===== src/design/bsws_pkg.sv =====
// shared types and constants of the block sliding window sum
`default_nettype none
package bsws_pkg;

  // fixed field widths
  localparam int SIZE_W  = 16;
  localparam int PART_W  = 28;
  localparam int SUM_W   = 34;
  localparam int SLACK_W = 12;
  localparam int BS_W    = 13;
  localparam int BU_W    = 7;

  // beat widths, padded to whole bytes
  localparam int IN_DATA_W  = 16;
  localparam int OUT_DATA_W = 48;

  // register map
  localparam int CFG_ADDR_W = 3;
  localparam int CFG_DATA_W = 32;

  typedef enum logic {
    REG_BLOCK_SIZE    = 1'b0,
    REG_BLOCKS_IN_USE = 1'b1
  } reg_idx_t;

  localparam logic [BS_W-1:0] BLOCK_SIZE_RST    = 13'd16;
  localparam logic [BU_W-1:0] BLOCKS_IN_USE_RST = 7'd8;

  // control broadcast to every cell of the block ring
  typedef struct packed {
    logic clear;
    logic shift;
  } cell_ctrl_t;

endpackage
`default_nettype wire


===== src/design/bsws_cell.sv =====
// one cell of the block ring: holds one closed block total
`default_nettype none
module bsws_cell (
  input  wire                          clk,
  input  wire                          rst_n,
  input  bsws_pkg::cell_ctrl_t         ctrl,
  input  wire                          is_tail,
  input  wire [bsws_pkg::PART_W-1:0]   new_total,
  input  wire [bsws_pkg::PART_W-1:0]   neighbor_total,
  output logic [bsws_pkg::PART_W-1:0]  held_total
);

  logic [bsws_pkg::PART_W-1:0] held_r;
  logic [bsws_pkg::PART_W-1:0] held_nxt;

  // tail cell takes the freshly closed block, others take their neighbor
  always_comb begin
    held_nxt = held_r;
    if (ctrl.clear) begin
      held_nxt = '0;
    end else if (ctrl.shift) begin
      held_nxt = is_tail ? new_total : neighbor_total;
    end
  end

  always_ff @(posedge clk) begin
    if (!rst_n) begin
      held_r <= '0;
    end else begin
      held_r <= held_nxt;
    end
  end

  assign held_total = held_r;

endmodule
`default_nettype wire


===== config.mk =====
export PLATFORM = sky130hd
export DESIGN_NAME = bsws_cell
export DESIGN_NICKNAME = d
export VERILOG_FILES = /design/src/design/bsws_pkg.sv /design/src/design/bsws_cell.sv
export SDC_FILE = /design/constraint.sdc
export NUM_CORES = 1
export LEC_CHECK = 0
export BUFFER_PORTS_ARGS = -buffer_cell sky130_fd_sc_hd__buf_2
export CAP_MARGIN = 20
export CORE_MARGIN = 2
export CORE_UTILIZATION = 36
export CTS_BUF_LIST = sky130_fd_sc_hd__clkbuf_8 sky130_fd_sc_hd__clkbuf_16
export DETAILED_ROUTE_END_ITERATION = 8
export GPL_ROUTABILITY_DRIVEN = 0
export PLACE_DENSITY = 0.82
export SLEW_MARGIN = 20
export SYNTH_ARGS = -nofsm -noshare
export SYNTH_HDL_FRONTEND = slang
export SYNTH_SLANG_ARGS = --single-unit

===== constraint.sdc =====
create_clock -name clk -period 0.9 [get_ports clk]
set_clock_uncertainty 0.15 [all_clocks]
set_input_delay 0 -clock clk [delete_from_list [all_inputs] [get_ports clk]]
set_output_delay 0 -clock clk [all_outputs]
set_load 0.02 [all_outputs]

==> reports/results.ini, run 1 <==
[status]
status = complete, but fails checks
violations = negative hold slack, negative setup slack

[place]
portBuffers = 88
post-dp-hpwl_um = 2270
placed_cell_area_mm2 = 0.00176

[clocking]
numCtsBuffers = 3
insertion_delay_ps = 270
cts.sinks = 28
htree_levels = 1
cts-root-buf = clkbuf_8
holdBufCountCts = 53
clk_pin_slew_ps = 90
cts_max_path_buffers = 2
cts_tree = built

[die]
die_area_mm2 = 0.00398
rows = 21
ios = 89
start_util_pct = 37.6
die_w_um = 63.1
die_h_um = 63.1
fp.coreArea_mm2 = 0.00334

[setup_path]
setup.worst_path.start = neighbor_total[2]
required_ps = 910
rr_startpoint = held_total[26]
arrival_ps = 930
critPathMaxFanout = 1
start_kind = input port
critPathKind = input port to flop
critPathCaptureType = flop

[sta]
hold_slack_ps = -16.3
setup_viol = 4
finalMaxSlewViolations = 0
rsz0062_at_grt = true
max_slew_margin_pct = 85.4
layout_setup_ws_ps = -17.8
fin_crit_sh_pct = 102
finalHoldViolCount = 1
tightest_slew_ps = 213
finalCriticalPeriod_ps = 918
clock.fmax_mhz = 1090

[routing]
wl_met1_um = 1860
topRoutingLayerUsed = met4
first_pass_iters = 4
dr_wl_met3_um = 276
drc = 0
dr.first_iter.drc_count = 89
wl_per_cell_um = 17.1
drt-total-wl_um = 4980
num_vias = 1449
viasPerCell = 4.96
antenna_left = 0
wl_met2_um = 2780

[global_route]
grt_max_degree = 31
antenna_found_initial = 0
grt_overflow = 0
grt_usage_pct = 25.2
grt_pass1_wl_um = 7820
first_global_vias = 1634

[finish]
area_growth_pct = 105
fin_util_pct = 77.1
stdcell_area_mm2 = 0.00257
mostFrequentLayoutCell = buf_2
fin_nets = 308
largest_register_ffs = 28
drive_gt1_share_pct = 50.0
antennaDiodeCount = 0
mostFrequentLayoutCells = buf_2, dlygate4sd3_1, nor2_1, dfxtp_2, buf_6

[logic_synthesis]
synth_cell_types = 11
netlist_area_mm2 = 0.00126
yosysTopAreaCell = dfxtp_1
yosys-top-cells-area = dfxtp_1, mux2i_1, a211oi_1
synthCells = 125
yosysSeqAreaShare_pct = 44.6
avgSynthCellArea_um2 = 10.0
ys.warnings.count = 0
synth_top_area_share_pct = 44.6
synth_fp_nets = 186
ys_ff_latch = 28

[hold_path]
hold_path.class = input port to flop
hold_path_startpoint = new_total[25]

[power_and_ir_drop]
p_leak_nw = 1.23
power_density_mw_per_mm2 = 1150
ir_drop_uv = 664
power_mw = 2.96

[run]
max_cap_violations = 0

-- repair_timing --
item                                   in CTS  in global routing
setup buffers                               0                  1
cloned                                      0                  0
pin swaps                                   0                 22
endpoints found under the hold margin      28                  2
setup endpoints to repair                  28                 51
gates resized for setup                    83                 28
-- Yosys cell counts --
library cell,number
a211oi_1,28
buf_1,1
buf_12,2
buf_2,4
buf_4,1
buf_6,1
clkbuf_1,3
dfxtp_1,28
mux2i_1,28
nand2b_1,1
nor2_1,28
-- through the flow --
step                std cells  TNS (ps)  setup slack (ps)
finish                    292     -32.6             -17.8
global route              292      -515             -35.7
CTS                       309         0             0.811
detailed placement        252     -56.0             -52.1
global placement          252         0              16.3
floorplan                 125         0             0.445
-- report_power, final --
| part | total, mW | internal (mW) | switching [mW] |
|---|---|---|---|
| sequential | 1.35 | 1.31 | 0.0441 |
| combinational | 0.842 | 0.486 | 0.356 |
| clock | 0.773 | 0.391 | 0.382 |
-- critical path: stages --
cell,delay (ps)
dlygate4sd3_1,560
buf_2,130
mux2i_1,150
a211oi_1,90
-- layout make-up --
cell class / instances / area, um2
Clock buffer: 4 / 55.1
Fill cell: 214 / 764
Multi-Input combinational cell: 85 / 671
Sequential cell: 28 / 596
Tap cell: 46 / 57.6
Timing Repair Buffer: 129 / 1190
-- path summary, 6_finish.rpt --
path | to | slack, ps | cells after the start
min reg2reg | held_total[0] | 340 | 2
min | held_total[25] | -20 | 3
max | held_total[2] | -20 | 4
max reg2reg | held_total[26] | 0 | 2
-- metal layers --
metal,global-route usage (%),up-vias
met1,24.7,682
met4,8.89,0
met5,0,-
met2,52.3,68
met3,3.57,6
li1,-,693
-- kinds of logic (layout without fill, tap and decap cells) --
kind of cell,Yosys count,count (layout),synth area share [%]
flops,28,28,44.6
buf+inv,12,133,7.47
mux,28,28,22.3
simple gates,29,29,8.86
compound gates,28,28,16.7
Note: power is estimated with default switching activity, not from simulation.
==> run 2, diff against run 1 <==
Settings changed: CTS_CLUSTER_SIZE set to 16, SETUP_SLACK_MARGIN set to 0.3.
==> reports/results.ini, run 2 (synthesis gave the netlist of run 1 again) <==
[status]
status = complete, but fails checks
violations = negative hold slack, negative setup slack

[sta]
hold_slack_ps = -102  ; -86.2 ps
tightest_slew_ps = 387  ; +174 ps
finalCriticalPeriod_ps = 902  ; -16.3 ps
setup_viol = 2  ; -2
clock.fmax_mhz = 1110  ; +1.8%
setup_tns_ps = -2.13  ; +30.5 ps
finalHoldViolCount = 27  ; +26
max_slew_margin_pct = 74.2  ; -11 points
rsz0062_at_grt = true
layout_setup_ws_ps = -1.53  ; +16.3 ps
fin_crit_sh_pct = 100  ; -1.8 points
finalMaxSlewViolations = 0  ; unchanged

[power_and_ir_drop]
p_comb_share_pct = 25.0  ; -3.4 points
p_seq_share_pct = 49.7  ; +4.2 points
sw_frac_of_total_pct = 27.0  ; +0.67 points
p_leak_nw = 0.972  ; -21%
ir_drop_uv = 717  ; +7.9%
power.share.clock_pct = 25.3  ; -0.8 points
internal_power_mw = 1.90  ; -13%
power_mw = 2.60  ; -12%
power_density_mw_per_mm2 = 1200  ; +4.5%
switching_power_uw = 704  ; -10%

[clocking]
insertion_delay_ps = 260  ; about the same
htree_levels = 1  ; unchanged
cts-root-buf = clkbuf_8
cts_tree = built
cts_max_path_buffers = 2  ; unchanged
numCtsBuffers = 3  ; unchanged
cts.sinks = 28  ; unchanged
clk_pin_slew_ps = 90  ; about the same
cts_setup_buffers = 0  ; unchanged

[hold_path]
hold-path-cell-count = 3  ; unchanged
hold_path.class = input port to flop
hold_path_startpoint = neighbor_total[11]
worstHoldEndpoint = held_total[11]

[finish]
mostFrequentLayoutCell = buf_2
antennaDiodeCount = 0  ; unchanged
stdcell_area_mm2 = 0.00216  ; -16%
fin_util_pct = 64.8  ; -12 points
mostFrequentLayoutCells = buf_2, mux2i_1, dfxtp_4, buf_6, nor2_1
fin_nets = 271  ; -12%
largest_register_ffs = 28  ; unchanged
instances_no_fill = 255  ; -13%
area_growth_pct = 72.0
drive_gt1_share_pct = 70.3  ; +20 points

[routing]
num_vias = 1252  ; -14%
wl_per_cell_um = 13.2  ; -23%
first_pass_iters = 4  ; unchanged
antenna_left = 0  ; unchanged
drc = 0  ; unchanged
dr.first_iter.drc_count = 24  ; -73%
drt-total-wl_um = 3370  ; -32%
viasPerCell = 4.91  ; -1.1%

[setup_path]
crit_chain = buf_6
arrival_ps = 750  ; -180 ps
start_kind = flop
rr_startpoint = held_total[14]
regToRegSetupSlack_ps = 80  ; +80 ps
cp_top_family = flip-flops
cp_slowest_cell = dfxtp_4
r2r_end = held_total[14]
critPathMaxFanout = 2  ; +1
ff2ff_path_depth = 2  ; unchanged
slowest_delay_ps = 360  ; -200 ps
critPathCaptureType = output pin
required_ps = 750  ; -160 ps
crit_buf_inv = 1  ; -1
critPathKind = flop to output pin

[global_route]
grt_overflow = 0  ; unchanged
antenna_found_initial = 0  ; unchanged
grt_usage_pct = 16.3  ; -8.9 points
grt_pass1_wl_um = 5270  ; -33%
first_global_vias = 1247  ; -24%
grt_max_degree = 31  ; unchanged

[place]
post-place-ws_ps = -61.8  ; -9.77 ps
placed_cells = 251  ; -0.40%
portBuffers = 88  ; unchanged
post-dp-hpwl_um = 2380  ; +5.1%
placed_cell_area_mm2 = 0.00186  ; +5.5%

[die]
fp.coreArea_mm2 = 0.00334  ; unchanged
start_util_pct = 37.6  ; unchanged
ios = 89  ; unchanged
rows = 21  ; unchanged
die_area_mm2 = 0.00398  ; unchanged
die_w_um = 63.1  ; unchanged
die_h_um = 63.1  ; unchanged

[run]
max_cap_violations = 0  ; unchanged

## run 2: worst max path at each step
stage | depth (start not counted) | slack (ps) | endpoint | startpoint
3_5_place_dp | 4 | -60 | held_total[4] | is_tail
2_1_floorplan | 4 | 90 | held_total[10] | is_tail
3_3_place_gp | 4 | -8 | held_total[3] | is_tail
6_report | 1 | -2 | held_total[8] | held_total[8]
5_1_grt | 1 | -30 | held_total[9] | held_total[9]
4_1_cts | 1 | 0.2 | held_total[25] | held_total[25]
## run 2: what timing repair did
action	4_1_cts	5_1_grt
endpoints found under the hold margin	28	25
setup endpoints to repair	56	56
resized for setup	59	19
pin swaps	10	4
## run 2: layer usage
layer,GRT usage [%],wire length [um],vias up
li1,-,-,616
met1,16.7,1260,577
met2,31.6,1840,53
met3,3.21,212,6
met4,6.67,63,0
met5,0,0,-
## run 2: final cells by class
cell class,count,area [um2]
fill,285,1180
multi-input combinational,85,697
timing repair buffer,92,696
sequential,28,666
tap,46,57.6
clock buffer,3,41.3
clock inverter,1,3.75
## run 2: power groups by stage
stage	Clock, mW	Combinational (mW)	Sequential, mW
after detailed placement	0	0.548	1.30
after floorplan	0	0.270	1.38
after CTS	0.680	0.617	1.29
after global routing	0.750	0.707	1.30
final	0.659	0.651	1.29
after global placement	0	0.533	1.30
==> run 3, diff against run 2 <==
Settings changed: REMOVE_ABC_BUFFERS set to 1.
Clock period 0.9 ns to 0.8 ns, I/O delays scaled along.
==> reports/results.ini, run 3 (synthesis gave the netlist of run 1 again) <==
[status]
status = complete, but fails checks
violations = negative hold slack, negative setup slack

[power_and_ir_drop]
internal_power_mw = 2.52  ; +33%
p_leak_nw = 0.977  ; +0.54%
ir_drop_uv = 797  ; +11%
p_seq_share_pct = 45.8  ; -3.9 points
sw_frac_of_total_pct = 23.9  ; -3.1 points
p_comb_share_pct = 21.0  ; -4.0 points
switching_power_uw = 791  ; +12%
power_density_mw_per_mm2 = 1600  ; +33%
power.share.clock_pct = 33.2  ; +7.9 points

[routing]
dr.first_iter.drc_count = 36  ; +50%
antenna_left = 0  ; unchanged
viasPerCell = 4.75  ; -3.3%
wl_per_cell_um = 12.1  ; -8.6%
num_vias = 1225  ; -2.2%
first_pass_iters = 4  ; unchanged
drc = 0  ; unchanged
drt-total-wl_um = 3120  ; -7.5%

[sta]
setup_tns_ps = -2380  ; -2370 ps
setup_viol = 29  ; +27
finalHoldViolCount = 28  ; +3.7%
fin_crit_sh_pct = 112
tightest_slew_ps = 198  ; -189 ps
max_slew_margin_pct = 86.4  ; +12 points
clock.fmax_mhz = 1120
layout_setup_ws_ps = -96.7  ; -95.1 ps
finalMaxSlewViolations = 0  ; unchanged
finalCriticalPeriod_ps = 897
hold_slack_ps = -104  ; -1.81 ps
rsz0062_at_grt = true

[setup_path]
arrival_ps = 750  ; about the same
crit_chain = buf_6
slowest_delay_ps = 360  ; about the same
start_kind = flop
critPathCaptureType = output pin
crit_buf_inv = 1  ; unchanged
critPathMaxFanout = 2  ; unchanged
regToRegSetupSlack_ps = -60  ; -140 ps
critPathKind = flop to output pin
cp_slowest_cell = dfxtp_2
required_ps = 650  ; -100 ps
cp_top_family = flip-flops

[finish]
fin_nets = 274  ; +1.1%
mostFrequentLayoutCells = buf_2, mux2i_1, dfxtp_2, buf_6, nor2_1
antennaDiodeCount = 0  ; unchanged
largest_register_ffs = 28  ; unchanged
fin_util_pct = 62.0  ; -2.7 points
area_growth_pct = 64.7
drive_gt1_share_pct = 62.7  ; -7.6 points
mostFrequentLayoutCell = buf_2

[hold_path]
hold_path.class = input port to flop

[global_route]
grt_max_degree = 29  ; -6.5%
first_global_vias = 1238  ; -0.72%
grt_pass1_wl_um = 5200  ; -1.4%
grt_usage_pct = 16.1  ; -0.23 points
grt_overflow = 0  ; unchanged
antenna_found_initial = 0  ; unchanged

[clocking]
cts_tree = built
clk_pin_slew_ps = 90  ; about the same
insertion_delay_ps = 270  ; about the same
cts.sinks = 28  ; unchanged
cts-root-buf = clkbuf_8
numCtsBuffers = 3  ; unchanged
htree_levels = 1  ; unchanged
cts_max_path_buffers = 2  ; unchanged

[die]
die_area_mm2 = 0.00398  ; unchanged
fp.coreArea_mm2 = 0.00334  ; unchanged
start_util_pct = 37.6  ; unchanged
ios = 89  ; unchanged
die_w_um = 63.1  ; unchanged
rows = 21  ; unchanged
die_h_um = 63.1  ; unchanged

[run]
max_cap_violations = 0  ; unchanged

[place]
portBuffers = 88  ; unchanged
post-dp-hpwl_um = 2210  ; -7.2%

==> run 3: cell count changes in the layout (fill, tap and decap cells not counted), moves of 3 or more <==
| cell | change |
|---|---|
| buf_4 | +3 |
| a211oi_2 | -8 |
| dfxtp_4 | -28 |
| nor2_2 | -9 |
| dfxtp_2 | +28 |
| a211oi_1 | +8 |
| nor2_1 | +9 |
==> run 3: area by class of cell <==
cell class              count  area [um2]
clock inverters             1        30.0
fillers                   308        1270
flip-flops and latches     28         596
well taps                  46        57.6
clock buffers               3        41.3
repair buffers             95         718
multi-input cells          85         627
==> run 3: path summary, 6_finish.rpt <==
| path | startpoint | endpoint | cells after the start |
|---|---|---|---|
| worst min register to register | held_total[13] | held_total[13] | 2 |
| worst max-delay path | held_total[27] | held_total[27] | 1 |
| worst min-delay path | neighbor_total[27] | held_total[27] | 3 |
| worst max register to register | held_total[22] | held_total[22] | 3 |
==> run 3: routing by layer <==
layer,vias to the layer above,wire length (um),track usage [%]
met5,-,0,0
met1,540,1270,17.4
met2,50,1580,30.2
li1,630,-,-
met4,0,36,5.00
met3,5,235,4.11
==> run 3: power groups by stage <==
stage	Sequential (mW)	Combinational, mW	Clock, mW
floorplan	1.60	0.180	0
global placement	1.52	0.602	0
detailed placement	1.52	0.609	0
CTS	1.51	0.685	1.13
global route	1.52	0.754	1.21
finish	1.51	0.695	1.10
==> run 3: through the flow <==
step / cell area (um2) / power, mW / hold slack (ps) / instances / worst slack [ps]
6_report: 2070 / 3.31 / -104 / 258 / -96.7
5_1_grt: 2070 / 3.49 / -103 / 258 / -130
4_1_cts: 2040 / 3.33 / -111 / 257 / -101
3_5_place_dp: 1760 / 2.13 / 196 / 253 / -138
3_3_place_gp: 1760 / 2.12 / 186 / 253 / -105
2_1_floorplan: 1160 / 1.78 / -55.4 / 113 / -178
==> run 3: what timing repair did <==
action	4_1_cts	5_1_grt
resized for setup	85	5
gates cloned	0	0
setup endpoints to repair	56	56
endpoints found under the hold margin	28	26
setup buffers	0	1
pin swaps	30	3
