<file path="config.mk">
export PLATFORM = sky130hd
export DESIGN_NAME = bsws_out
export DESIGN_NICKNAME = d
export VERILOG_FILES = /design/src/design/bsws_pkg.sv /design/src/design/bsws_out.sv
export SDC_FILE = /design/constraint.sdc
export NUM_CORES = 1
export LEC_CHECK = 0
export ABC_CLOCK_PERIOD_IN_PS = 3100
export BUFFER_PORTS_ARGS = -buffer_cell sky130_fd_sc_hd__buf_2
export CORE_MARGIN = 3
export CORE_UTILIZATION = 26
export CTS_BUF_LIST = sky130_fd_sc_hd__clkbuf_2
export DETAILED_ROUTE_END_ITERATION = 10
export SLEW_MARGIN = 25
export SYNTH_ARGS = -nofsm -noshare
export SYNTH_HDL_FRONTEND = slang
export SYNTH_SLANG_ARGS = --single-unit
</file>
<file path="constraint.sdc">
create_clock -name clk -period 3.1 [get_ports clk]
set_input_delay 0.62 -clock clk [delete_from_list [all_inputs] [get_ports clk]]
set_output_delay 0.62 -clock clk [all_outputs]
set_load 0.005 [all_outputs]
</file>
<file path="src/design/bsws_pkg.sv">
// shared types and constants of the block sliding window sum
`default_nettype none
package bsws_pkg;

  // fixed field widths
  localparam int SIZE_W  = 16;
  localparam int PART_W  = 28;
  localparam int SUM_W   = 34;
  localparam int SLACK_W = 12;
  localparam int BS_W    = 13;
  localparam int BU_W    = 7;

  // beat widths, padded to whole bytes
  localparam int IN_DATA_W  = 16;
  localparam int OUT_DATA_W = 48;

  // register map
  localparam int CFG_ADDR_W = 3;
  localparam int CFG_DATA_W = 32;

  typedef enum logic {
    REG_BLOCK_SIZE    = 1'b0,
    REG_BLOCKS_IN_USE = 1'b1
  } reg_idx_t;

  localparam logic [BS_W-1:0] BLOCK_SIZE_RST    = 13'd16;
  localparam logic [BU_W-1:0] BLOCKS_IN_USE_RST = 7'd8;

  // control broadcast to every cell of the block ring
  typedef struct packed {
    logic clear;
    logic shift;
  } cell_ctrl_t;

endpackage
`default_nettype wire

</file>
<file path="src/design/bsws_out.sv">
// output stage: saturating window sum and the result register
`default_nettype none
module bsws_out (
  input  wire                                clk,
  input  wire                                rst_n,
  input  wire                                up_valid,
  output logic                               up_ready,
  input  wire [bsws_pkg::SUM_W-1:0]          up_running,
  input  wire [bsws_pkg::PART_W-1:0]         up_partial,
  input  wire [bsws_pkg::SLACK_W-1:0]        up_slack,
  output logic                               out_tvalid,
  input  wire                                out_tready,
  // fields from bit 0: window_sum (34), slack (12), zero pad (2)
  output logic [bsws_pkg::OUT_DATA_W-1:0]    out_tdata
);

  localparam int SUM_W   = bsws_pkg::SUM_W;
  localparam int SLACK_W = bsws_pkg::SLACK_W;
  localparam int PAD_W   = bsws_pkg::OUT_DATA_W - SUM_W - SLACK_W;

  logic               valid_r;
  logic               valid_nxt;
  logic [SUM_W-1:0]   sum_r;
  logic [SUM_W-1:0]   sum_nxt;
  logic [SLACK_W-1:0] slack_r;
  logic [SUM_W:0]     wide_sum;

  // register is free or being emptied this cycle
  assign up_ready = !valid_r || out_tready;

  // saturate at all ones
  always_comb begin
    wide_sum = {1'b0, up_running} + (SUM_W + 1)'(up_partial);
    sum_nxt  = wide_sum[SUM_W] ? {SUM_W{1'b1}} : wide_sum[SUM_W-1:0];
  end

  always_comb begin
    valid_nxt = valid_r;
    if (up_ready) begin
      valid_nxt = up_valid;
    end
  end

  always_ff @(posedge clk) begin
    if (!rst_n) begin
      valid_r <= 1'b0;
    end else begin
      valid_r <= valid_nxt;
    end
  end

  // payload, no reset
  always_ff @(posedge clk) begin
    if (up_ready && up_valid) begin
      sum_r   <= sum_nxt;
      slack_r <= up_slack;
    end
  end

  assign out_tvalid = valid_r;
  assign out_tdata  = {{PAD_W{1'b0}}, slack_r, sum_r};

endmodule
`default_nettype wire

</file>
==> impl_results.md, run 1 <==
* Max VDD drop at 142 µV
* H-Tree Depth at 2
* P_int at 1.21 mW
* Yosys top cell by area: edfxtp_1
* Post-synth EDFFs at 46
* Final setup fails at 0
* Critical Path RT at 3280 ps
* Layout cells sized above 1 at 38.5%
* First-pass GRT wire length at 14100 µm
* Crit Path Category: input pin to flop
* Max_cap viols at 0
* Root buffer cell: clkbuf_2
* Clock Latency Late Sink at 410 ps
* Area grow syn2layout at 37.3%
* Post-synthesis adder-cell area fraction at 11.4%
* Crit end category: flop
* Hold Crit Start: up_slack[1]
* Top Metal Used: met4
* Pwr/cell area at 387 mW/mm²
* Mean Syn Cell Area at 9.99 µm²
* Commonest non-fill, non-tap cell in the layout: buf_2
* Max_slew headroom at 64.2%
* TritonCTS Buffers at 5
* DR vias at 3048
* Top cells by area, synth: edfxtp_1 43%, ha_1 11%, nand2_1 4.3%
* Hold Path Depth at 1
* Core region area at 0.0121 mm²
* Leak at 2.06 nW
* Post-synthesis mux area share at 1.35%
* Worst Hold Class: input pin to flop
* Fill cells at 1262
* Final hold violations at 0
* Clock slew at reported path FFs at 230 ps
* Commonest non-fill, non-tap cells in the layout: 125 x buf_2, 46 x edfxtp_1, 41 x buf_4
* GR Util All Layers at 12.1%
* Vias per cell at 4.60
* Register area share after synthesis at 43.2%
* Sequential Power Share at 46.6%
* Post-layout minimum cycle time at 2900 ps
* Crit-path cells: buf_2 > ha_1 > a21oi_1 > o22ai_1 > a2111o_1 > a21oi_4 > o21bai_1 > a21bo_1 > o311ai_2 > mux2_1
* Hold Buf Count CTS at 0
* Fmax at 344 MHz
* Status: finished, final reports clean
* Hold Crit Endpoint: slack_r[1]
* Post-CTS setup buffer count at 0
* TritonRoute pass-1 iters at 5
* Top-area cell type share of the netlist area at 42.6%
* Die area at 0.0139 mm²
* Crit path DAT at 3090 ps
* Worst R2R Path Depth at 3
* P_sw at 0.513 mW
* IO buf count at 125
* Clock share of power at 19.8%
* Die Wd at 118 µm
* Final period util at 93.7%
* Footprint of the multi-input gates at 0.00173 mm²
* Main combinational cell family by area after synthesis: compound AO/OA/AOI/OAI gates
* Post-Syn Instances at 325
* Synth Cell Area at 0.00325 mm²
* Inserted Diodes at 0
* Final Util at 36.8%
* Critical Path Fanout Max at 5
* Longest Clk Path Bufs at 2
* Final Wtd Congestion at 0.819
* DP Cell Count at 654
* Fraction of registers with async set/reset at 0%
* Crit path launch type: input pin
* Gr ovfl total at 0
* Antenna violations before repair at 0
* Vias in the first global route at 3034
* R2R Path End: sum_r[22]
* Final Max Tran Viols at 0
* WL met1 at 4130 µm
* Effective utilization at floorplan at 26.8%
* Simple-gate portion of the synthesized area at 14.0%
* Setup_tns at 0 ps
* Synth Flop Type: edfxtp_1
* Synth Area in Compound Gates at 21.6%
* Sw Ratio at 29.7%
* DRC at 0
* CTS tree: built
* WL final at 8710 µm
* Cell variety after synth at 53
* Placed Area at 0.00439 mm²
* Met2 WL post-DR at 4020 µm
* Design Power at 1.73 mW
* Core Rows at 40
* Final Non-Filler Cells at 662
* Post-layout nets at 600
* Unrepaired setup endpoints after global routing: false
* Xor/xnor share of the synthesized area at 4.59%
* Detail Placement HPWL at 7220 µm
* R2R Path Start: out_tvalid
* Clk sinks at 47
* Chip height at 118 µm
* Post-route ant nets at 0
* Syn. warnings at 0
* Largest net degree at the start of global routing at 27
* Synth Register Bits at 47
* Met3 wire length at 449 µm
* Number of DRC violations after detailed-routing iteration 0 at 144
* Crit path max-delay family: compound AO/OA/AOI/OAI gates
* Comb power frac at 33.7%
* Critical Path Slowest Stage Cell: a2111o_1
* DR WL/cell at 13.2 µm
* Top Ports at 128
* Post-cts repair resize count at 0
* R2R setup slack at 1610 ps
* Buffer and inverter count on the worst path at 1
* Final Skew at 11.9 ps
* Sequential cell area at 0.00140 mm²
* Worst Tran Pin Value at 536 ps
* Crit path largest cell delay at 460 ps
* Finished Cell Area at 0.00446 mm²
==> power groups by stage <==
stage | Sequential [mW] | Clock, mW | Combinational (mW)
floorplan | 0.825 | 0 | 0.318
global placement | 0.820 | 0 | 0.573
detailed placement | 0.818 | 0 | 0.585
CTS | 0.805 | 0.358 | 0.587
global route | 0.810 | 0.378 | 0.652
finish | 0.804 | 0.342 | 0.581
==> cells in the mapped netlist (all sizes together) (2+ instances only) <==
master   count
nor2b        5
o21ai       24
xnor2        9
nand2b       5
or3          4
nand3       10
a21o         8
a21boi       4
o21a         7
xor2         8
o22ai        3
clkbuf       2
buf          6
a211oi       6
or2          3
ha          28
nand2       37
a21oi       28
edfxtp      46
mux2         3
o21bai       7
nand4        4
nor3         5
a2111oi      2
nor2        20
inv         21
a31oi        3
and3         2
==> state kept, by name, indices dropped and copies added, names as in the netlist <==
signal / count
slack_r: 12
sum_r: 34
out_tvalid: 1
==> cell families (layout without fill, tap and decap cells) <==
group                    after synthesis  count (layout)
XOR/XNOR                              17              17
adder cells (fa/ha/maj)               29              29
buffers and inverters                 29             197
other                                  1               2
flip-flops                            47              47
multiplexers                           4               4
AND/OR/NAND/NOR                       98              98
AO/OA/AOI/OAI                        100             100
==> routing by layer <==
metal | global-route usage [%] | vias up
met4 | 3.30 | 0
met5 | 0 | -
met1 | 16.2 | 1414
met2 | 20.2 | 100
li1 | - | 1523
met3 | 2.11 | 11
==> cell type report <==
type	count	area share [%]
Multi-Input combinational cell	250	38.8
Sequential cell	47	31.4
Timing Repair Buffer	168	21.8
Tap cell	168	4.72
Inverter	21	1.77
Clock buffer	7	0.786
Clock inverter	1	0.674
==> worst max-delay path by stage <==
| stage | slack, ps | cells past startpoint | endpoint | startpoint |
|---|---|---|---|---|
| final | 200 | 10 | sum_r[27] | up_running[1] |
| after global routing | 30 | 14 | sum_r[31] | up_running[0] |
| after CTS | 170 | 10 | sum_r[27] | up_running[1] |
| after detailed placement | -310 | 10 | sum_r[27] | up_running[1] |
| after global placement | -260 | 14 | sum_r[31] | up_running[0] |
| after floorplan | 80 | 9 | sum_r[27] | up_running[6] |
==> metrics by stage <==
stage	setup slack [ps]	hold slack [ps]
2_1_floorplan	79.1	537
3_3_place_gp	-258	515
3_5_place_dp	-307	527
4_1_cts	172	336
5_1_grt	33.2	306
6_report	196	373
Note: power is estimated with default switching activity, not from simulation.
==> run 2, diff against run 1 <==
ABC_AREA = 1   (was not set)
==> run 2 against run 1 <==
  * Clock skew grew 10 ps
  * Global-route usage increased by 1.9 points
  * Count of clock-buffer cells in the layout unchanged
  * Routed wire length grew 40%
  * Flip-flop and latch count did not move
  * Combinational power rose by 12%
  * Sequential share of layout area decreased by 3.8 points
  * Die area up 25%
  * Worst hold slack got worse by 46 ps
  * Critical path type unchanged
  * Critical endpoint is now sum_r[28]
  * Highest routed layer unchanged
==> impl_results.md, run 2 <==
* CTS tree: built (unchanged)
* WL met1 at 5820 µm (was 4130 µm)
* Worst Setup Slack post-DPL at 339 ps (was -307 ps)
* Fraction of registers with async set/reset at 0% (unchanged)
* DRC at 0 (unchanged)
* Final Util at 33.0% (was 36.8%)
* Gr ovfl total at 0 (unchanged)
* Fmax at 441 MHz (was 344 MHz)
* Top post-synthesis cells by count: 205 x nand2_1, 125 x inv_1, 54 x nor2_1 (was 46 x edfxtp_1, 37 x nand2_1, 28 x ha_1)
* IO buf count at 125 (unchanged)
* Final Non-Filler Cells at 940 (was 662)
* Top Ports at 128 (unchanged)
* Met2 WL post-DR at 5680 µm (was 4020 µm)
* Commonest non-fill, non-tap cell in the layout: nand2_1 (was buf_2)
* Final worst slack at 832 ps (was 196 ps)
* Syn. warnings at 0 (unchanged)
* Leak at 2.86 nW (was 2.06 nW)
* TritonCTS Buffers at 5 (unchanged)
* Finished Cell Area at 0.00506 mm² (was 0.00446 mm²)
* DR vias at 3967 (was 3048)
* Post-layout minimum cycle time at 2270 ps (was 2900 ps)
* Critical Path Fanout Max at 4 (was 5)
* Area grow syn2layout at 23.2% (was 37.3%)
* Core region area at 0.0153 mm² (was 0.0121 mm²)
* Largest reg by FF count: sum_r (unchanged)
* Largest net degree at the start of global routing at 36 (was 27)
* Die area at 0.0173 mm² (was 0.0139 mm²)
* Longest Clk Path Bufs at 2 (unchanged)
* Vias in the first global route at 3852 (was 3034)
* Final Max Tran Viols at 0 (unchanged)
* Top Metal Used: met4 (unchanged)
* Placed Area at 0.00502 mm² (was 0.00439 mm²)
* Clock Latency Late Sink at 450 ps (was 410 ps)
* Core Rows at 45 (was 40)
* WL final at 12200 µm (was 8710 µm)
* Chip height at 132 µm (was 118 µm)
* Synth Register Bits at 47 (unchanged)
* Met3 wire length at 501 µm (was 449 µm)
* Comb power frac at 37.7% (was 33.7%)
* DR WL/cell at 12.9 µm (was 13.2 µm)
* Post-cts repair resize count at 0 (unchanged)
* Max_cap viols at 0 (unchanged)
* Die Wd at 132 µm (was 118 µm)
* Root buffer cell: clkbuf_2 (unchanged)
* Top-area cell type share of the netlist area at 33.6% (was 42.6%)
* Worst R2R Path Depth at 2 (was 3)
* Post-synth EDFFs at 46 (unchanged)
* Post-route ant nets at 0 (unchanged)
* Status: finished, final reports clean (unchanged)
* Post-CTS setup buffer count at 0 (unchanged)
* Antenna violations before repair at 1 (was 0)
* Most frequent cell after synthesis: nand2_1 (was edfxtp_1)
* Crit Path Category: input pin to flop (unchanged)
* Detail Placement HPWL at 10500 µm (was 7220 µm)
* P_int at 1.10 mW (was 1.21 mW)
* Sw Ratio at 36.3% (was 29.7%)
* Vias per cell at 4.22 (was 4.60)
* Synth Cell Area at 0.00411 mm² (was 0.00325 mm²)
* Layout cells sized above 1 at 22.0% (was 38.5%)
* First-pass GRT wire length at 19500 µm (was 14100 µm)
* Commonest non-fill, non-tap cells in the layout: 205 x nand2_1, 125 x inv_1, 125 x buf_2 (was 125 x buf_2, 46 x edfxtp_1, 41 x buf_4)
* Effective utilization at floorplan at 26.8% (about the same)
* Crit end category: flop (unchanged)
* Post-layout nets at 834 (was 600)
* Max VDD drop at 128 µV (was 142 µV)
* Final period util at 73.2% (was 93.7%)
* Worst Hold Class: input pin to flop (unchanged)
* P_sw at 0.624 mW (was 0.513 mW)
* Final Skew at 22.0 ps (was 11.9 ps)
* Hold Path Depth at 1 (unchanged)
* Crit path launch type: input pin (unchanged)
* Hold Buf Count CTS at 0 (unchanged)
* DP Cell Count at 931 (was 654)
* Cell variety after synth at 31 (was 53)
* Critical Path RT at 3320 ps (was 3280 ps)
* Clock share of power at 15.8% (was 19.8%)
* Yosys top cell by area: edfxtp_1 (unchanged)
* GR Util All Layers at 13.9% (was 12.1%)
* Mean Syn Cell Area at 6.90 µm² (was 9.99 µm²)
* Synth Flop Type: edfxtp_1 (unchanged)
* Sequential Power Share at 46.6% (about the same)
* Clock slew at reported path FFs at 240 ps (was 230 ps)
* Post-Syn Instances at 595 (was 325)
* Fill cells at 1752 (was 1262)
* Clk sinks at 47 (unchanged)
* Unrepaired setup endpoints after global routing: false (unchanged)
* TritonRoute pass-1 iters at 4 (was 5)
* Crit path DAT at 2490 ps (was 3090 ps)
* Max reg flops at 34 (unchanged)
* Final hold violations at 0 (unchanged)
* Pwr/cell area at 340 mW/mm² (was 387 mW/mm²)
* Setup_tns at 0 ps (unchanged)
* Final Wtd Congestion at 0.922 (was 0.819)
* Top cells by area, synth: edfxtp_1 34%, nand2_1 19%, inv_1 11% (was edfxtp_1 43%, ha_1 11%, nand2_1 4.3%)
* Final setup fails at 0 (unchanged)
* Register area share after synthesis at 34.1% (was 43.2%)
* Number of DRC violations after detailed-routing iteration 0 at 193 (was 144)
* H-Tree Depth at 2 (unchanged)
## run 2: cell types whose count changed after synthesis, moves of 6 or more
cell,previous run,this run
o21ai_0,21,9
inv_1,21,125
nand2_1,37,205
xor2_1,8,16
xnor2_1,9,0
nand3_2,0,11
nand3_1,10,33
a21o_1,8,2
o21a_1,7,0
nor2_1,20,54
## run 2: worst paths after layout
check                                    from           to  slack (ps)
worst min-delay path             up_slack[11]  slack_r[11]         330
worst max register to register     out_tvalid   slack_r[0]        1690
worst min register to register     out_tvalid   out_tvalid         570
worst max-delay path            up_running[0]    sum_r[28]         830
## run 2: logic make-up after synthesis
group | count (synthesis) | synth area share (%)
buffers and inverters | 131 | 12.7
DFF | 47 | 34.1
adders and majority gates | 29 | 9.02
other | 1 | 0.0913
and+or+nand+nor | 330 | 34.9
AOI/OAI and AO/OA | 41 | 5.73
xor gates and xnor gates | 16 | 3.41
## run 2: metrics by stage
| stage | total power, mW | hold slack (ps) |
|---|---|---|
| after global routing | 1.86 | 274 |
| after global placement | 1.47 | 540 |
| final | 1.72 | 327 |
| after floorplan | 1.22 | 536 |
| after CTS | 1.75 | 294 |
| after detailed placement | 1.47 | 540 |
## run 2: power by group through the flow
stage	logic (mW)	registers, mW	clock network, mW
after floorplan	0.390	0.827	0
after global placement	0.646	0.822	0
after detailed placement	0.651	0.818	0
after CTS	0.654	0.804	0.289
after global routing	0.737	0.808	0.310
final	0.648	0.802	0.271
## run 2: area by class of cell
class / count / area [µm²] / share of cell area [%]
Timing Repair Buffer: 129 / 681 / 13.4
Inverter: 126 / 473 / 9.34
Sequential cell: 47 / 1400 / 27.7
Antenna cell: 1 / 2.50 / 0.0494
Tap cell: 211 / 264 / 5.22
Multi-Input combinational cell: 418 / 2200 / 43.5
Clock inverter: 1 / 5.00 / 0.0989
Clock buffer: 7 / 35.0 / 0.692
## run 2: routing by layer
metal / GRT usage, % / up-vias
met5: 0 / -
met4: 3.79 / 0
met3: 1.61 / 9
met2: 23.4 / 89
met1: 19.0 / 1748
li1: - / 2121
## run 2: critical path, stage by stage
cell     delay (ps)
buf_2            80
ha_1            200
inv_1            70
fa_1            520
inv_1            90
nand3_1          60
nand3_1         170
nand2_1          70
nand2_1         160
nand2_1          70
nand2_1          90
nand2_1         110
nand3_1         100
nand3_1          80
==> run 3, diff against run 2 <==
ABC_CLOCK_PERIOD_IN_PS = 2000   (was 3100)
clock period = 2 ns   (was 3.1 ns; I/O delays follow)
==> run 3 against run 2 <==
  * Via count grew 7.8%
  * Routed wire length grew 1.1%
  * Global-route usage grew 0.57 points
  * Worst setup slack lost 590 ps
  * Non-clock buffer count grew 91
  * Critical path type unchanged
  * Largest power group unchanged
==> impl_results.md, run 3 (synthesized netlist as in run 2, its figures left out) <==
* Status: finished, final reports clean (unchanged)
* Crit Path Category: input pin to flop (unchanged)
* Worst Hold Class: input pin to flop (unchanged)
* Effective utilization at floorplan at 26.8% (unchanged)
* WL met1 at 5850 µm (was 5820 µm)
* Top Metal Used: met4 (unchanged)
* Final Util at 38.2% (was 33.0%)
* Number of DRC violations after detailed-routing iteration 0 at 226 (was 193)
* Layout cells sized above 1 at 32.0% (was 22.0%)
* Final hold violations at 0 (unchanged)
* Final Skew at 32.1 ps (was 22.0 ps)
* Largest net degree at the start of global routing at 32 (was 36)
* R2R Path End: slack_r[11] (was slack_r[0])
* Setup_tns at 0 ps (unchanged)
* Max VDD drop at 206 µV (was 128 µV)
* Post-cts repair resize count at 0 (unchanged)
* Vias in the first global route at 4218 (was 3852)
* Post-route ant nets at 0 (unchanged)
* Max_cap viols at 0 (unchanged)
* IO buf count at 125 (unchanged)
* Design Power at 2.90 mW (was 1.72 mW)
* Final Wtd Congestion at 0.873 (was 0.922)
* Hold Buf Count CTS at 0 (unchanged)
* GR Util All Layers at 14.5% (was 13.9%)
* WL final at 12300 µm (was 12200 µm)
* TritonRoute pass-1 iters at 4 (unchanged)
* Worst setup endpoint: sum_r[11] (was sum_r[28])
* Commonest non-fill, non-tap cell in the layout: nand2_1 (unchanged)
* Post-layout nets at 925 (was 834)
* First-pass GRT wire length at 20300 µm (was 19500 µm)
* TritonCTS Buffers at 5 (unchanged)
* Commonest non-fill, non-tap cells in the layout: 203 x nand2_1, 125 x inv_1, 125 x buf_2 (was 205 x nand2_1, 125 x inv_1, 125 x buf_2)
* Clock slew at reported path FFs at 250 ps (was 240 ps)
* Post-CTS setup buffer count at 0 (unchanged)
* Die Wd at 132 µm (unchanged)
* Clock Latency Late Sink at 450 ps (about the same)
* Worst R2R Path Depth at 2 (unchanged)
* Leak at 3.29 nW (was 2.86 nW)
* Met3 wire length at 511 µm (was 501 µm)
* DR vias at 4276 (was 3967)
* Core region area at 0.0153 mm² (unchanged)
* R2R Path Start: out_tvalid (unchanged)
* H-Tree Depth at 2 (unchanged)
* Die area at 0.0173 mm² (unchanged)
* Max reg flops at 34 (unchanged)
* Critical Path Fanout Max at 25 (was 4)
* DP Cell Count at 1022 (was 931)
* Core Rows at 45 (unchanged)
* Clk sinks at 47 (unchanged)
* Final Max Tran Viols at 0 (unchanged)
* Detail Placement HPWL at 10700 µm (was 10500 µm)
* Antenna violations before repair at 1 (unchanged)
* Vias per cell at 4.15 (was 4.22)
* Root buffer cell: clkbuf_2 (unchanged)
* Critical Path RT at 2220 ps (was 3320 ps)
* Unrepaired setup endpoints after global routing: false (unchanged)
* Largest reg by FF count: sum_r (unchanged)
* Pwr/cell area at 496 mW/mm² (was 340 mW/mm²)
* Setup crit start: up_running[25] (was up_running[0])
* CTS tree: built (unchanged)
* Met2 WL post-DR at 5730 µm (was 5680 µm)
* Final setup fails at 0 (unchanged)
* DR WL/cell at 11.9 µm (was 12.9 µm)
* Final period util at 88.0%
* Area grow syn2layout at 42.3% (was 23.2%)
* Top Ports at 128 (unchanged)
* R2R setup slack at 680 ps (was 1690 ps)
* Crit path launch type: input pin (unchanged)
* Fmax at 568 MHz
* Chip height at 132 µm (unchanged)
* Crit path DAT at 1980 ps (was 2490 ps)
* Final Non-Filler Cells at 1031 (was 940)
* Post-layout minimum cycle time at 1760 ps
* Longest Clk Path Bufs at 2 (unchanged)
* DRC at 0 (unchanged)
* Fill cells at 1713 (was 1752)
* Gr ovfl total at 0 (unchanged)
* Crit end category: flop (unchanged)
run 3: changes by cell type in the layout (fill, tap and decap cells not counted), sizes merged:
cell      previous run  this run
clkbuf               7         5
buf                129       220
clkinv               1         2
clkinvlp             0         1
run 3: per-stage QoR:
step	setup WS [ps]	hold slack [ps]	cell area, µm²
6_report	240	114	5840
5_1_grt	173	35.7	5840
4_1_cts	289	60.3	5840
3_5_place_dp	-246	542	5800
3_3_place_gp	-221	531	5800
2_1_floorplan	1.61	499	4220
run 3: worst max-delay path: stages:
cell,delay [ps]
buf_2,100
ha_1,350
nand2_1,130
nor2_1,80
nand2_1,100
inv_1,60
nand2_1,130
inv_1,50
nand2_1,60
nand2_1,80
nor2_4,170
buf_12,180
nand2_1,80
run 3: how the worst min path moves through the flow:
| stage | start | endpoint | slack [ps] | depth (start not counted) |
|---|---|---|---|---|
| after floorplan | up_slack[0] | slack_r[0] | 500 | 0 |
| after global placement | out_tvalid | out_tvalid | 530 | 2 |
| after detailed placement | out_tvalid | out_tvalid | 540 | 2 |
| after CTS | up_slack[4] | slack_r[4] | 60 | 1 |
| after global routing | up_slack[8] | slack_r[8] | 40 | 1 |
| final | up_slack[5] | slack_r[5] | 110 | 1 |
run 3: final cells by class:
cell class                 instances  area [µm²]  share of cell area (%)
timing repair buffer             220        1360                    23.3
multi-input combinational        418        2290                    39.3
tap                              211         264                    4.52
sequential                        47        1400                    24.0
antenna                            1        2.50                  0.0428
clock inverter                     3        20.0                   0.343
inverter                         126         473                    8.09
clock buffer                       5        25.0                   0.428
run 3: power by group:
group / internal (mW) / switching (mW)
Sequential: 1.22 / 0.0232
Clock: 0.0842 / 0.344
Combinational: 0.570 / 0.663
Total: 1.87 / 1.03
run 3: routing by layer:
| layer | GRT usage, % | vias up |
|---|---|---|
| met5 | 0 | - |
| met4 | 4.43 | 0 |
| met3 | 1.84 | 15 |
| met2 | 25.0 | 106 |
| met1 | 19.0 | 1853 |
| li1 | - | 2302 |
